### src/rtl/core/nsc_pkg.sv
// Shared types and constants for the spoken-number clip sequencer.
// Used by the front end, the request queue, the back end and the top level.
package nsc_pkg;

    // Clip codes beyond the plain digits 0-9.
    localparam logic [7:0] CODE_MINUS    = 8'd10;
    localparam logic [7:0] CODE_POINT    = 8'd11;
    localparam logic [7:0] CODE_THOUSAND = 8'd12;
    localparam logic [7:0] CODE_HUNDRED  = 8'd13;
    localparam logic [7:0] CODE_TEN      = 8'd14;

    // Request types.
    localparam logic [1:0] REQ_RAW    = 2'd0;
    localparam logic [1:0] REQ_INT    = 2'd1;
    localparam logic [1:0] REQ_TENTHS = 2'd2;
    localparam logic [1:0] REQ_NONE   = 2'd3;

    localparam int MAX_CODES = 10;
    localparam int CNT_W     = 4;
    localparam int QDEPTH    = 4;
    localparam int QAW       = 2;

    // One request, fully expanded into its clip codes.
    typedef struct packed {
        logic [MAX_CODES-1:0][7:0] codes;
        logic [CNT_W-1:0]          cnt;
        logic [7:0]                gap;
    } entry_t;

endpackage

### src/rtl/core/nsc_front.sv
// Front end: accepts requests, splits the magnitude into decimal digits
// in a six-stage pipeline and builds the clip list. Depends on nsc_pkg.
module nsc_front (
    input  logic                aclk,
    input  logic                aresetn,
    input  logic                s_valid,
    output logic                s_ready,
    input  logic [1:0]          s_req_type,
    input  logic signed [17:0]  s_value,
    input  logic [7:0]          s_word_gap_ms,
    input  logic                q_full,
    output logic                q_push,
    output nsc_pkg::entry_t     q_entry
);
    import nsc_pkg::*;

    localparam int NSTG = 6;

    typedef struct packed {
        logic [1:0]  rtype;
        logic        neg;
        logic [7:0]  raw;
        logic [7:0]  gap;
        logic [17:0] work;
        logic [3:0]  dec;
        logic [3:0]  a0;
        logic [3:0]  a1;
        logic [3:0]  a2;
        logic [3:0]  a3;
    } stage_t;

    stage_t            st_reg  [NSTG];
    stage_t            st_next [NSTG];
    logic [NSTG-1:0]   vld_reg;
    logic [NSTG-1:0]   vld_next;
    logic              adv;
    entry_t            ent;

    // x / 10 by reciprocal multiply; exact for every 18-bit x.
    function automatic logic [17:0] div10(input logic [17:0] x);
        logic [35:0] p;
        begin
            p = {18'd0, x} * 36'd209716;
            return {3'd0, p[35:21]};
        end
    endfunction

    function automatic logic [3:0] rem10(input logic [17:0] x, input logic [17:0] q);
        logic [17:0] r;
        begin
            r = x - ((q << 3) + (q << 1));
            return r[3:0];
        end
    endfunction

    // The whole pipeline holds when the last stage cannot hand off.
    assign adv      = !(vld_reg[NSTG-1] && q_full);
    assign s_ready  = adv;
    assign vld_next = {vld_reg[NSTG-2:0], s_valid};

    always_comb begin
        logic [17:0] v;
        logic [17:0] q;
        v = s_value;
        st_next[0]       = '0;
        st_next[0].rtype = s_req_type;
        st_next[0].neg   = v[17];
        st_next[0].raw   = v[7:0];
        st_next[0].gap   = s_word_gap_ms;
        st_next[0].work  = v[17] ? (~v + 18'd1) : v;

        st_next[1] = st_reg[0];
        if (st_reg[0].rtype == REQ_TENTHS) begin
            q = div10(st_reg[0].work);
            st_next[1].dec  = rem10(st_reg[0].work, q);
            st_next[1].work = q;
        end

        q = div10(st_reg[1].work);
        st_next[2]      = st_reg[1];
        st_next[2].a0   = rem10(st_reg[1].work, q);
        st_next[2].work = q;

        q = div10(st_reg[2].work);
        st_next[3]      = st_reg[2];
        st_next[3].a1   = rem10(st_reg[2].work, q);
        st_next[3].work = q;

        q = div10(st_reg[3].work);
        st_next[4]      = st_reg[3];
        st_next[4].a2   = rem10(st_reg[3].work, q);
        st_next[4].work = q;

        q = div10(st_reg[4].work);
        st_next[5]      = st_reg[4];
        st_next[5].a3   = rem10(st_reg[4].work, q);
        st_next[5].work = q;
    end

    always_ff @(posedge aclk) begin
        if (!aresetn) begin
            vld_reg <= '0;
        end else if (adv) begin
            vld_reg <= vld_next;
        end
    end

    always_ff @(posedge aclk) begin
        if (adv) begin
            for (int i = 0; i < NSTG; i++) begin
                st_reg[i] <= st_next[i];
            end
        end
    end

    // Build the raw clip, or speak the four places and the tenths digit.
    always_comb begin
        stage_t           s;
        logic [CNT_W-1:0] n;
        logic             skip;
        s    = st_reg[NSTG-1];
        n    = '0;
        skip = 1'b0;
        ent  = '0;
        ent.gap = s.gap;
        case (s.rtype)
            REQ_RAW: begin
                ent.codes[0] = s.raw;
                n = 4'd1;
            end
            REQ_INT, REQ_TENTHS: begin
                if (s.neg) begin
                    ent.codes[n] = CODE_MINUS; n = n + 4'd1;
                end
                if (s.a3 != 4'd0) begin
                    ent.codes[n] = {4'd0, s.a3}; n = n + 4'd1;
                    ent.codes[n] = CODE_THOUSAND; n = n + 4'd1;
                end
                if (s.a2 != 4'd0) begin
                    ent.codes[n] = {4'd0, s.a2}; n = n + 4'd1;
                    ent.codes[n] = CODE_HUNDRED; n = n + 4'd1;
                end else if (s.a3 != 4'd0) begin
                    if (s.a1 == 4'd0 && s.a0 == 4'd0) begin
                        skip = 1'b1;
                    end else begin
                        ent.codes[n] = 8'd0; n = n + 4'd1;
                    end
                end
                if (!skip) begin
                    if (s.a1 != 4'd0) begin
                        // A bare "ten" drops its leading one.
                        if (s.a1 != 4'd1 || s.a3 != 4'd0 || s.a2 != 4'd0) begin
                            ent.codes[n] = {4'd0, s.a1}; n = n + 4'd1;
                        end
                        ent.codes[n] = CODE_TEN; n = n + 4'd1;
                    end else if (s.a2 != 4'd0) begin
                        if (s.a0 == 4'd0) begin
                            skip = 1'b1;
                        end else begin
                            ent.codes[n] = 8'd0; n = n + 4'd1;
                        end
                    end
                end
                if (!skip) begin
                    if (s.a0 != 4'd0) begin
                        ent.codes[n] = {4'd0, s.a0}; n = n + 4'd1;
                    end else if (s.a3 == 4'd0 && s.a2 == 4'd0 && s.a1 == 4'd0) begin
                        ent.codes[n] = 8'd0; n = n + 4'd1;
                    end
                end
                if (s.dec != 4'd0) begin
                    ent.codes[n] = CODE_POINT; n = n + 4'd1;
                    ent.codes[n] = {4'd0, s.dec}; n = n + 4'd1;
                end
            end
            default: begin
                n = '0;
            end
        endcase
        ent.cnt = n;
    end

    // Requests that speak nothing are dropped here.
    assign q_push  = vld_reg[NSTG-1] && !q_full && (ent.cnt != '0);
    assign q_entry = ent;

endmodule

### src/rtl/core/nsc_queue.sv
// Small request queue between the front end and the back end.
// Holds fully expanded clip lists; depends on nsc_pkg.
module nsc_queue (
    input  logic            aclk,
    input  logic            aresetn,
    input  logic            push,
    input  nsc_pkg::entry_t wr_entry,
    input  logic            pop,
    output logic            full,
    output logic            empty,
    output nsc_pkg::entry_t rd_entry
);
    import nsc_pkg::*;

    entry_t          mem [QDEPTH];
    logic [QAW-1:0]  wr_ptr_reg, wr_ptr_next;
    logic [QAW-1:0]  rd_ptr_reg, rd_ptr_next;
    logic [QAW:0]    fill_reg, fill_next;
    logic            do_push, do_pop;

    assign full     = (fill_reg == (QAW+1)'(QDEPTH));
    assign empty    = (fill_reg == '0);
    assign do_push  = push && !full;
    assign do_pop   = pop && !empty;
    assign rd_entry = mem[rd_ptr_reg];

    always_comb begin
        wr_ptr_next = do_push ? wr_ptr_reg + 1'b1 : wr_ptr_reg;
        rd_ptr_next = do_pop ? rd_ptr_reg + 1'b1 : rd_ptr_reg;
        fill_next   = fill_reg;
        if (do_push && !do_pop) begin
            fill_next = fill_reg + 1'b1;
        end else if (do_pop && !do_push) begin
            fill_next = fill_reg - 1'b1;
        end
    end

    always_ff @(posedge aclk) begin
        if (!aresetn) begin
            wr_ptr_reg <= '0;
            rd_ptr_reg <= '0;
            fill_reg   <= '0;
        end else begin
            wr_ptr_reg <= wr_ptr_next;
            rd_ptr_reg <= rd_ptr_next;
            fill_reg   <= fill_next;
        end
    end

    always_ff @(posedge aclk) begin
        if (do_push) begin
            mem[wr_ptr_reg] <= wr_entry;
        end
    end

endmodule

### src/rtl/core/nsc_back.sv
// Back end: walks the clip list at the queue head and drives the
// registered result channel, one clip per beat. Depends on nsc_pkg.
module nsc_back (
    input  logic            aclk,
    input  logic            aresetn,
    input  logic            q_empty,
    input  nsc_pkg::entry_t q_entry,
    output logic            q_pop,
    output logic            m_valid,
    input  logic            m_ready,
    output logic [7:0]      m_voice_code,
    output logic [7:0]      m_gap_ms,
    output logic            m_last
);
    import nsc_pkg::*;

    logic [CNT_W-1:0] idx_reg, idx_next;
    logic             valid_reg, valid_next;
    logic [7:0]       code_reg, code_next;
    logic [7:0]       gap_reg, gap_next;
    logic             last_reg, last_next;
    logic             load;
    logic             at_end;

    // The output register can take a new beat when empty or being drained.
    assign load   = !valid_reg || m_ready;
    assign at_end = (idx_reg == q_entry.cnt - 1'b1);
    assign q_pop  = load && !q_empty && at_end;

    always_comb begin
        idx_next   = idx_reg;
        valid_next = valid_reg;
        code_next  = code_reg;
        gap_next   = gap_reg;
        last_next  = last_reg;
        if (load) begin
            valid_next = !q_empty;
            if (!q_empty) begin
                code_next = q_entry.codes[idx_reg];
                gap_next  = q_entry.gap;
                last_next = at_end;
                idx_next  = at_end ? '0 : idx_reg + 1'b1;
            end
        end
    end

    always_ff @(posedge aclk) begin
        if (!aresetn) begin
            idx_reg   <= '0;
            valid_reg <= 1'b0;
        end else begin
            idx_reg   <= idx_next;
            valid_reg <= valid_next;
        end
    end

    always_ff @(posedge aclk) begin
        code_reg <= code_next;
        gap_reg  <= gap_next;
        last_reg <= last_next;
    end

    assign m_valid      = valid_reg;
    assign m_voice_code = code_reg;
    assign m_gap_ms     = gap_reg;
    assign m_last       = last_reg;

endmodule

### src/rtl/core/number_to_spoken_code_sequencer_unit.sv
// Spoken-number clip sequencer, top level.
// Usage:
//   The s_ channel takes one play request per beat: a request type, a value
//   and a word gap. Type 0 passes the low byte of the value as one clip,
//   type 1 reads a signed integer, type 2 a signed value in tenths; type 3
//   produces nothing. Only units through thousands of the integer part are
//   spoken.
//   The m_ channel gives one clip code per beat with the request's gap;
//   m_last marks the final clip of a request.
//   An accepted request passes a six-stage digit pipeline, whose first stage
//   loads at the accepting edge and takes the magnitude while each later
//   stage does one divide-by-ten multiply (the second only for tenths),
//   then one queue write and the output register. The clips of a request,
//   one to ten of them, then stream out one per cycle while the receiver is
//   ready; the front end accepts one request per cycle while s_ready is high.
//   A four-entry queue sits between the two halves. When the receiver
//   stalls, the output register holds its beat, the queue fills, and
//   s_ready drops once the queue is full and a request waits in the last
//   pipeline stage.
//   Reset (aresetn low, synchronous) empties the pipeline, the queue and
//   the output register.
// Depends on nsc_pkg, nsc_front, nsc_queue and nsc_back.
module number_to_spoken_code_sequencer_unit (
    input  logic               aclk,
    input  logic               aresetn,
    input  logic               s_valid,
    output logic               s_ready,
    input  logic [1:0]         s_req_type,
    input  logic signed [17:0] s_value,
    input  logic [7:0]         s_word_gap_ms,
    output logic               m_valid,
    input  logic               m_ready,
    output logic [7:0]         m_voice_code,
    output logic [7:0]         m_gap_ms,
    output logic               m_last
);
    import nsc_pkg::*;

    entry_t wr_entry;
    entry_t rd_entry;
    logic   q_push;
    logic   q_pop;
    logic   q_full;
    logic   q_empty;

    nsc_front u_front (
        .aclk          (aclk),
        .aresetn       (aresetn),
        .s_valid       (s_valid),
        .s_ready       (s_ready),
        .s_req_type    (s_req_type),
        .s_value       (s_value),
        .s_word_gap_ms (s_word_gap_ms),
        .q_full        (q_full),
        .q_push        (q_push),
        .q_entry       (wr_entry)
    );

    nsc_queue u_queue (
        .aclk     (aclk),
        .aresetn  (aresetn),
        .push     (q_push),
        .wr_entry (wr_entry),
        .pop      (q_pop),
        .full     (q_full),
        .empty    (q_empty),
        .rd_entry (rd_entry)
    );

    nsc_back u_back (
        .aclk         (aclk),
        .aresetn      (aresetn),
        .q_empty      (q_empty),
        .q_entry      (rd_entry),
        .q_pop        (q_pop),
        .m_valid      (m_valid),
        .m_ready      (m_ready),
        .m_voice_code (m_voice_code),
        .m_gap_ms     (m_gap_ms),
        .m_last       (m_last)
    );

endmodule

### config.mk
export PLATFORM = sky130hd
export DESIGN_NAME = number_to_spoken_code_sequencer_unit
export DESIGN_NICKNAME = d
export VERILOG_FILES = /design/src/rtl/core/nsc_pkg.sv /design/src/rtl/core/nsc_front.sv /design/src/rtl/core/nsc_queue.sv /design/src/rtl/core/nsc_back.sv /design/src/rtl/core/number_to_spoken_code_sequencer_unit.sv
export SDC_FILE = /design/constraint.sdc
export NUM_CORES = 2
export LEC_CHECK = 0
export BUFFER_PORTS_ARGS = -buffer_cell sky130_fd_sc_hd__buf_4
export CAP_MARGIN = 20
export CORE_ASPECT_RATIO = 0.9
export CORE_MARGIN = 5
export CORE_UTILIZATION = 65
export CTS_CLUSTER_SIZE = 14
export DETAILED_ROUTE_END_ITERATION = 7
export GPL_TIMING_DRIVEN = 0
export PLACE_DENSITY = 0.88
export SLEW_MARGIN = 20
export SYNTH_ARGS = -nofsm -noshare
export SYNTH_HDL_FRONTEND = slang
export SYNTH_HIERARCHICAL = 1
export SYNTH_SLANG_ARGS = --single-unit
export TNS_END_PERCENT = 10
### constraint.sdc
create_clock -name aclk -period 24.2 [get_ports aclk]
set_clock_uncertainty 0.15 [all_clocks]
set_input_delay 2.42 -clock aclk [delete_from_list [all_inputs] [get_ports aclk]]
set_output_delay 2.42 -clock aclk [all_outputs]
set_load 0.05 [all_outputs]
# Yosys cells after proc, flatten, opt, wreduce, memory -nomap -nowiden
# Memory sizes are Yosys's and may differ from the RTL's. A register that Yosys moved wholly into a read port is not among the register bits.
# Cells that the tools add are included.
# classes
addsub	26
n_mul	5
order_cmp	19
eq_ne	6
n_mux	91
bitwise_logic	20
n_reduce_logical	45
# ops
op	n
$mux 80	20
$bwmux 80	5
$demux 8 s4	9
$and 80x80->80	3
$not 80->80	3
$mul 18x16->34 const B	5
$and 50x50->50	3
$not 50->50	3
$mux 4	23
$or 30x30->30	3
$mux 8	11
$mux 72	1
$and 60x60->60	1
$not 60->60	1
$lt 4x5->1 const B	10
$add 4x1->4 const B	10
$ge 4x1->1 const B	9
$bmux 8 s4	1
$reduce_bool 4->1	6
$mux 22	1
$logic_and 1x1->1	21
$add 4x4->4	5
$or 20x20->20	1
$sub 4x4->4	5
26 further kinds	52
# word_totals
reg_bits	35
ramBits	710
in_bits	32
out_inout_bits	19
n_memories	2
# mem_list
name	words	width	rd	rd_ports_with_merged_regs	wr	line_no	rtl
u_queue.mem	4	92	1	1	1	nsc_queue.sv:15	entry_t mem [QDEPTH];
u_front.st_reg	6	57	6	0	6	nsc_front.sv:32	stage_t st_reg [NSTG];

# Longest topological paths before layout
# An unclocked memory read counts as a cell.
# logic_depth
ltp_word	38
mapped_depth	31
ltp_nobuf	30

# Hierarchy
# The synthesis kept the hierarchy.
# by_module_without_submodules
mod	n_inst	cells_per_inst	area_each_um2	seq_area_each_um2
nsc_front	1	3221	33951.3	7747.4
nsc_queue	1	528	13759.4	11230.8
nsc_back	1	102	1452.6	610.6

# Worst setup path after synthesis
# Ideal clock, no wire load.
# synth_timing
path_type	register to output
startpoint	register u_queue.fill_reg[0]
endpoint	output s_ready
arrival_time_ps	6404
required_time_ps	21630
slack_ps	15226
stages_incl_launch_ff	4
cell_sequence	dfxtp_1 > nor3b_2 > clkbuf_1 > nand2_1
# synth_via
elab_chain_len	3
# synth_rtl
element	line_no	rtl
start: declaration	nsc_queue.sv:18	logic [QAW:0] fill_reg, fill_next;
start signal: assignment	nsc_queue.sv:46	fill_reg <= fill_next;
$eq 3x3->1	nsc_queue.sv:21	assign full = (fill_reg == (QAW+1)'(QDEPTH));
net q_full	number_to_spoken_code_sequencer_unit.sv:43	logic q_full;
$logic_and 1x1->1	nsc_front.sv:57	assign adv = !(vld_reg[NSTG-1] && q_full);
$logic_not 1->1	nsc_front.sv:57	
end: declaration	number_to_spoken_code_sequencer_unit.sv:27	output logic s_ready,
# The timed path passes the listed nets, and every way through them passes these cells.

==> results.yml <==
critical_path:
  crit_required_ps: 24610
  cp-end-kind: "flop"
  crit_arrival_ps: 8410
  worst-path-max-fanout: 11
  r2r_cells: 29
  max_stage_delay_ps: 540
  startpoint_type: "flop"
  cp_slowest_cell: "or4_1"
  crit_top_cell: "ha_1"
  worst-setup-path-type: "reg -> reg"
sta:
  post-route-min-period_ps: 8004
  final-setup-viol-count: 0
  relSlewSlack_pct: 26.68
  max_clock_freq_ghz: 0.1249
  finalSetupTns_ps: 0
  holdWs_ps: 236.7
  rsz0062_at_grt: "no"
  fin_crit_sh_pct: 33.07
  hold_viol: 0
  tightestPinTransition_ps: 1090
  final_max_slew_viol_count: 0
global_route:
  gr-usage-met3_pct: 5.564
  grt_pass1_vias: 33350
  grt_first_pass_wirelength_mm: 185.5
  antenna_found_initial: 1
  grt_remaining_overflow: 0
  grt_max_degree: 60
  top_usage_layer: "met2"
  grt_use_total_pct: 29.18
  met2_usage_pct: 48.49
  grt_use_met1_pct: 38.87
placement:
  io_buffers: 50
  dp_cells: 4916
  dp_hpwl_mm: 84.03
  globalplace.congestion: 0.9840
route:
  antenna_left: 0
  wirelength_mm: 117.2
  routedWlPerCell_um: 23.24
  first_pass_iters: 7
  dr.first_iter.drc_count: 3891
  drc_errors: 0
  vias_per_cell: 6.275
  num_vias: 31640
final_layout:
  nFillCells: 4611
  num_antenna_cells: 0
  nNetsFinal: 5122
  final_layout_size_suffix_gt1_share_pct: 9.502
  largest_reg_flops: 368
  multi_input_area_mm2: 0.02602
  register_area_mm2: 0.01959
  fin_cells: 5043
  areaGrowthSynthToFinish_pct: 8.615
run_status:
  outcome: "finished clean"
floorplan:
  start_util_pct: 65.65
  dieWidth_um: 299.9
  die_h_um: 270.9
  die_area_mm2: 0.08124
  io_pins: 51
  rows: 95
  coreArea_mm2: 0.07488
logic_synthesis:
  yosysTopAreaCell: "edfxtp_1"
  synth_sequential_area_ratio_pct: 39.84
  ys_warn_count: 6
  avgSynthCellArea_um2: 12.77
  synth_area_mm2: 0.04916
  synth.ff_latch_count: 659
  ys_types: 93
  synth_edf_count: 639
  synth_most_common_cell: "inv_1"
  async_flop_share_pct: 0
  synthFlopType: "edfxtp_1"
  syn-instance-count: 3851
  synth_common_cells: "inv_1 (770), ha_1 (674), edfxtp_1 (639)"
  synth_top_area_share_pct: 39.03
  yosys-top-cells-area: "edfxtp_1 (39%), ha_1 (17%), fa_1 (16%)"
clocking:
  cts_resized: 0
  clock_sinks: 659
  cts_buffer_depth: 3
  tritoncts: "built"
  clk_latency_ps: 650
  clk_pin_slew_worst_paths_ps: 70
  htree_num_levels: 3
  cts_buffers: 70
  cts-root-buf: "clkbuf_16"
  cts_setup_buffers: 0
  postCtsHoldBufs: 0
worst_hold_path:
  hp-class: "reg -> reg"
  hold_depth: 0
job:
  maxCapViolCount: 0
critical path: cells and delay by family (launching register included):
| kind | cells | cell delay, ps |
|---|---|---|
| AOI/OAI and AO/OA | 7 | 1760 |
| buffers and inverters | 6 | 1360 |
| DFF | 1 | 440 |
| and+or+nand+nor | 8 | 1760 |
| adders and majority gates | 7 | 2210 |
| xor gates and xnor gates | 1 | 190 |
area by class of cell:
cell class / count / share of cell area [%]
Buffer: 130 / 1.511
Clock buffer: 97 / 3.604
Inverter: 774 / 5.441
Sequential cell: 659 / 36.68
Tap cell: 970 / 2.273
Multi-Input combinational cell: 2323 / 48.73
Timing Repair Buffer: 60 / 1.181
Clock inverter: 30 / 0.5764
logic make-up after synthesis:
kind of cell / share of synthesized area (%)
buf+inv: 7.551
xor+xnor: 2.471
other cells: 0.007628
mux: 5.449
compound gates: 6.240
fa+ha+maj: 33.36
flops: 39.84
simple gates: 5.077
path summary, 6_finish.rpt:
kind                                       startpoint                     to  slack, ps
worst max-delay path             u_front/st_reg[5][0]    u_queue/fill_reg[2]      16200
worst min-delay path            u_front/st_reg[2][12]  u_front/st_reg[3][12]        240
worst max register to register   u_front/st_reg[5][0]    u_queue/fill_reg[2]      16200
worst min register to register  u_front/st_reg[2][12]  u_front/st_reg[3][12]        240
placed cells by master, fill, tap and decap left out, types with 18 or more instances in the layout:
master and count:
inv_1 770, ha_1 674, edfxtp_1 639, fa_1 398
nand2_1 146, nor2_1 109, mux4_2 105, a21oi_1 102
buf_4 95, xnor2_1 88, o21ai_0 78, clkbuf_16 71
clkbuf_1 67, nand3_1 52, xor2_1 43, conb_1 36
nor3_1 34, and3_1 33, and2_1 26, a21o_1 26
a22oi_1 20, dfxtp_1 20, mux2i_1 19, o22ai_1 18
layer usage:
metal / vias to the layer above / part of all wire [%] / wire (µm)
li1: 13690 / - / -
met1: 15630 / 38 / 44550
met2: 1845 / 48 / 56400
met3: 482 / 9.2 / 10820
met4: 2 / 4.6 / 5419
met5: - / 0.0094 / 11
through the flow:
step                worst slack, ps  util (%)  instance area (µm²)
finish                        16200     71.31                53400
global route                  15870     71.31                53400
CTS                           16360     71.30                53390
detailed placement            16520     68.32                51160
global placement              12710     67.95                50880
floorplan                     15230         -                49290
Power is left out: the tool's default activity adds up to more than one toggle a clock period on the data nets, which glitch-free logic cannot reach.
